<file path="src/rtl/core/histogram_auto_contrast_window_unit_assert.svh">
// Assertion macros for the histogram auto-contrast window top level.
`ifndef HISTOGRAM_AUTO_CONTRAST_WINDOW_UNIT_ASSERT_SVH
`define HISTOGRAM_AUTO_CONTRAST_WINDOW_UNIT_ASSERT_SVH
`ifndef SYNTHESIS
`define HACW_ASSERT_NOW(lbl, ante, cons, msg) \
    lbl: assert property (@(posedge i_clk) disable iff (!i_rst_n) (ante) |-> (cons)) \
        else $error(msg);
`define HACW_ASSERT_NEXT(lbl, ante, cons, msg) \
    lbl: assert property (@(posedge i_clk) disable iff (!i_rst_n) (ante) |=> (cons)) \
        else $error(msg);
`else
`define HACW_ASSERT_NOW(lbl, ante, cons, msg)
`define HACW_ASSERT_NEXT(lbl, ante, cons, msg)
`endif
`endif

</file>
<file path="src/rtl/core/hacw_pkg.sv">
// Types and constants of the histogram auto-contrast window unit.
package hacw_pkg;

    localparam int ACC_W = 48;
    localparam int MUL_W = ACC_W + 10;

    localparam logic [1:0] OP_ADD    = 2'd0;
    localparam logic [1:0] OP_GT     = 2'd1;
    localparam logic [1:0] OP_CHK_LO = 2'd2;
    localparam logic [1:0] OP_CHK_HI = 2'd3;

    typedef struct packed {
        logic [7:0] pixel;
        logic       last;
    } t_in;

    typedef struct packed {
        logic       valid_res;
        logic [7:0] pix_min;
        logic [7:0] pix_max;
        logic [7:0] win_low;
        logic [8:0] win_high;
        logic [7:0] nz_low;
        logic [7:0] nz_high;
    } t_out;

    typedef struct packed {
        logic [1:0]       op;
        logic [ACC_W-1:0] a;
        logic [ACC_W-1:0] b;
    } t_alu_req;

endpackage

</file>
<file path="src/rtl/core/hacw_alu.sv">
// Shared add and threshold-compare unit used by the frame close sequencer.
module hacw_alu (
    input  hacw_pkg::t_alu_req           i_req,
    output logic [hacw_pkg::ACC_W-1:0]   o_sum,
    output logic                         o_flag
);
    import hacw_pkg::*;

    logic [MUL_W-1:0] w_a;
    logic [MUL_W-1:0] w_b;

    assign w_a   = MUL_W'(i_req.a);
    assign w_b   = MUL_W'(i_req.b);
    assign o_sum = i_req.a + i_req.b;

    always_comb begin
        case (i_req.op)
            OP_GT:     o_flag = i_req.b > i_req.a;
            // 90 percent of the left mass
            OP_CHK_LO: o_flag = (w_a * MUL_W'(10)) >= (w_b * MUL_W'(9));
            // 99.6 percent of the right mass
            OP_CHK_HI: o_flag = (w_a * MUL_W'(1000)) >= (w_b * MUL_W'(996));
            default:   o_flag = 1'b0;
        endcase
    end
endmodule

</file>
<file path="config.mk">
export PLATFORM = sky130hd
export DESIGN_NAME = hacw_alu
export DESIGN_NICKNAME = d
export VERILOG_FILES = /design/src/rtl/core/histogram_auto_contrast_window_unit_assert.svh /design/src/rtl/core/hacw_pkg.sv /design/src/rtl/core/hacw_alu.sv
export SDC_FILE = /design/constraint.sdc
export NUM_CORES = 2
export LEC_CHECK = 0
export ABC_AREA = 0
export BUFFER_PORTS_ARGS = -buffer_cell sky130_fd_sc_hd__buf_4
export CAP_MARGIN = 25
export CORE_ASPECT_RATIO = 1.25
export CORE_MARGIN = 8
export CORE_UTILIZATION = 55
export DETAILED_ROUTE_END_ITERATION = 10
export PLACE_DENSITY = 0.73
export SYNTH_ARGS = -nofsm -noshare
export SYNTH_HDL_FRONTEND = slang
export SYNTH_SLANG_ARGS = --single-unit
</file>
<file path="constraint.sdc">
create_clock -name vclk -period 22.1
set_input_delay 1.105 -clock vclk [all_inputs]
set_output_delay 1.105 -clock vclk [all_outputs]
set_load 0.1 [all_outputs]
</file>
== Yosys cells after proc, flatten, opt, wreduce, memory -nomap -nowiden ==
Index checks and enable logic that the tools add are counted.
Word-level totals
  flip-flop bits (word level): 0
  input port bits: 98
  logic and storage cells: 12
Cells by class
  add/sub/neg operators: 1
  multiplexer cells: 1
  order comparisons: 3
  eq/ne operators: 3
  $mul: 4
Operators with widths (count)
  $ge A58 B58 Y1: 1
  $mul A48 B8 Y56 const B: 1
  $mul A48 B7 Y55 const B: 1
  $ge A52 B52 Y1: 1
  $mul A48 B4 Y52 const B: 1
  $mul A48 B3 Y51 const B: 1
  $add A48 B48 Y48: 1
  $gt A48 B48 Y1: 1
  $eq A2 B2 Y1 const B: 2
  $pmux W1 S3: 1
  $eq A2 B1 Y1 const B: 1

== Logic depth before layout (Yosys ltp) ==
  depth after elaboration: 3
  mapped depth: 30
  gate-level depth less buffers: 30

== Worst setup path before layout ==
OpenSTA, ideal clock, no wires.
  path type: input to output
  from: in i_req[7] (netlist bit)
  to: out o_flag
  stages: 25
  path buffers: 1
  data required time: 20995 ps
  setup slack: 12142 ps
  data arrival time: 8853 ps
  cell sequence: inv_1 > fa_1 > fa_1 > fa_1 > fa_1 > inv_1 > ha_1 > clkbuf_1 > and4_1 > nand2_1 > a21oi_1 > o31ai_1 > o21a_1 > o211ai_1 > a21oi_1 > or3_1 > a311o_1 > xor2_1 > ha_1 > nand4_1 > nor4_1 > nand2_1 > or3_1 > or4_1 > a2bb2oi_1
On the way
  cells in the longest elaborated chain, start to end: 3
  elaborated cells on any way between the ends: 6
  those cells by class: 2 x mul; 3 x order compare; 1 x mux
Ends and longest elaborated chain
  start: declaration: line hacw_alu.sv:3  | input hacw_pkg::t_alu_req i_req,
  $mul A48 B8 Y56 / $mul A48 B4 Y52 (equally long branches): line hacw_alu.sv:22, hacw_alu.sv:20
  $ge A58 B58 Y1 / $ge A52 B52 Y1 (equally long branches): line hacw_alu.sv:22, hacw_alu.sv:20
  $pmux W1 S3 *: line hacw_alu.sv:17  | case (i_req.op)
  end: declaration: line hacw_alu.sv:5  | output logic o_flag
Mark *: on every way between the ends. The rest lies on a longest branch, timed or not.

== Worst setup path after layout ==
  from: in i_req[1] (netlist bit)
  to: out o_flag
Same word-level chain as after synthesis.

==> run summary <==
Detail Placement HPWL: 65.9 mm
vias in the first global route: 24900
Layout fillers: 4782
Crit Path Max Fanout: 8
Required @ worst endpoint: 21000 ps
final hold vios: 0
total chip power: 4.23 mW
CP arrival: 8960 ps
RSZ-0062 raised after global routing: false
placed cell count: 4143
largest net degree at the start of global routing: 13
syn_area_per_cell: 8.48 sq um
mapped cell area: 28700 sq um
die height: 271 um
worst slew pin tran: 1010 ps
syn nets: 4503
Final Wtd Congestion: 0.982
final critical-path share of the clock period: 45.6%
Placed Area: 30400 sq um
via count: 24200
Remaining DRCs: 0
Area Growth Syn to Fin: 6.05%
CP delay by family, top: adder cells
f_max: 99.3 MHz
fin. max-slew vios: 0
Total Nets Final: 4600
antenna viol nets, final: 0
num ports: 147
Layout Cells excl Fill: 4144
DRT iter0 DRCs: 1317
Initial Util: 55.7%
P per Cell Area: 139 nW/um^2
Crit-path slowest cell: fa_1
detail-routed via count per cell: 5.83
Remaining Overflow, GRT: 0
initial antenna violation count: 0
commonest non-fill, non-tap cell in the layout: ha_1
FF/Latch Area: 0 sq um
Die ar.: 59800 sq um
Max Cap Violations: 0
Worst Setup Path Type: input pin to primary output
first-pass GRT wire length: 124 mm
Worst Setup End Kind: primary output
fin crit period: 10070 ps
Critical Path Start Type: input pin
Ys Warns: 0
Finished Cell Area: 30400 sq um
Synth Instances: 3383
Static Leak: 16.0 nW
Avg WL per Cell: 18.0 um
cts hold-fix bufs: 0
core area: 51500 sq um
endpoints failing setup: 0
Setup Fix Bufs, Post-CTS: 0
PortBufs: 147
seq_cells: 0
row cnt: 93
post-synthesis sequential area ratio: 0%
status: complete, no violations
critical path's largest stage delay: 540 ps
post-synthesis cell type count: 78
most frequent cells in the layout: ha_1 (657), inv_1 (567), fa_1 (365), a21oi_1 (287), a21o_1 (176)
area of the multi-input gates: 26300 sq um
drt first pass iters: 6
worst hold path type: input pin to primary output
ratio of cells with drive above 1 in the final layout: 5.32%
post_cts resized: 0
clock buffer count: 0
Rel. slew slack: 30.9%
setup TNS: 0 ps
Die W: 220 um
worst path buffer plus inverter count: 6
worst vdd ir: 149 uV
GRT Overall Usage: 25.1%
WL final: 74.7 mm
-- cells in the mapped netlist (18+ instances only) --
master    count  area, sq um
a31oi_1      31          194
o21ai_0     127          636
a211oi_1     18          135
a21o_1      176         1320
ha_1        657         8220
fa_1        365         7310
nand3_1      55          275
xnor2_1     148         1300
nand2b_1     30          188
xor2_1       78          683
o211ai_1     18          135
nor2b_1      47          294
nor3_1       40          200
o21bai_1     53          398
inv_1       567         2130
nor2_1      167          627
o21a_1       22          165
a21oi_1     287         1440
and3_1       22          138
clkbuf_1     48          180
nand2_1     148          556
nand4_1      55          344
-- layout make-up --
type	instances	area share, %
multi-input combinational	2761	86.6
inverter	568	7.01
timing repair buffer	149	3.69
tap	665	2.73
antenna	1	0.00822
-- cells by family (layout without fill, tap and decap cells) --
family,count (synthesis),after routing,synth area share [%]
adder cells (fa/ha/maj),1022,1022,54.1
AO/OA/AOI/OAI,872,872,19.7
AND/OR/NAND/NOR,638,638,11.0
buffers and inverters,622,717,8.21
XOR/XNOR,226,226,6.90
multiplexers,3,3,0.109
other,0,1,0
-- power breakdown --
group / internal [mW] / switching (mW)
combinational: 1.80 / 2.42
sequential: 0 / 0
clock: 0.00000000612 / 0
total: 1.80 / 2.42
-- worst min-delay path: stages --
cell,delay [ps]
buf_4,150
ha_1,160
inv_1,40
buf_4,220
-- stage by stage --
step	util [%]	hold WS, ps	worst slack (ps)
floorplan	-	2680	12140
global placement	59.0	2790	12270
detailed placement	59.0	2790	12180
CTS	59.0	2790	12110
global route	59.0	2810	11490
finish	59.0	2790	12030
-- final timing paths --
path,start,to,slack [ps],depth (start not counted)
setup / recovery,i_req[1],o_flag,12030,28
hold / removal,i_req[48],o_sum[0],2790,4
-- routing by layer --
layer | vias up | part of all wire [%] | global-route usage (%)
met2 | 597 | 50 | 45.6
met5 | - | 0 | 0
met4 | 0 | 5.5 | 11.0
met1 | 11600 | 41 | 30.2
met3 | 142 | 4.0 | 1.47
li1 | 11900 | - | -
No activity file was read; power rests on OpenSTA's default activity.
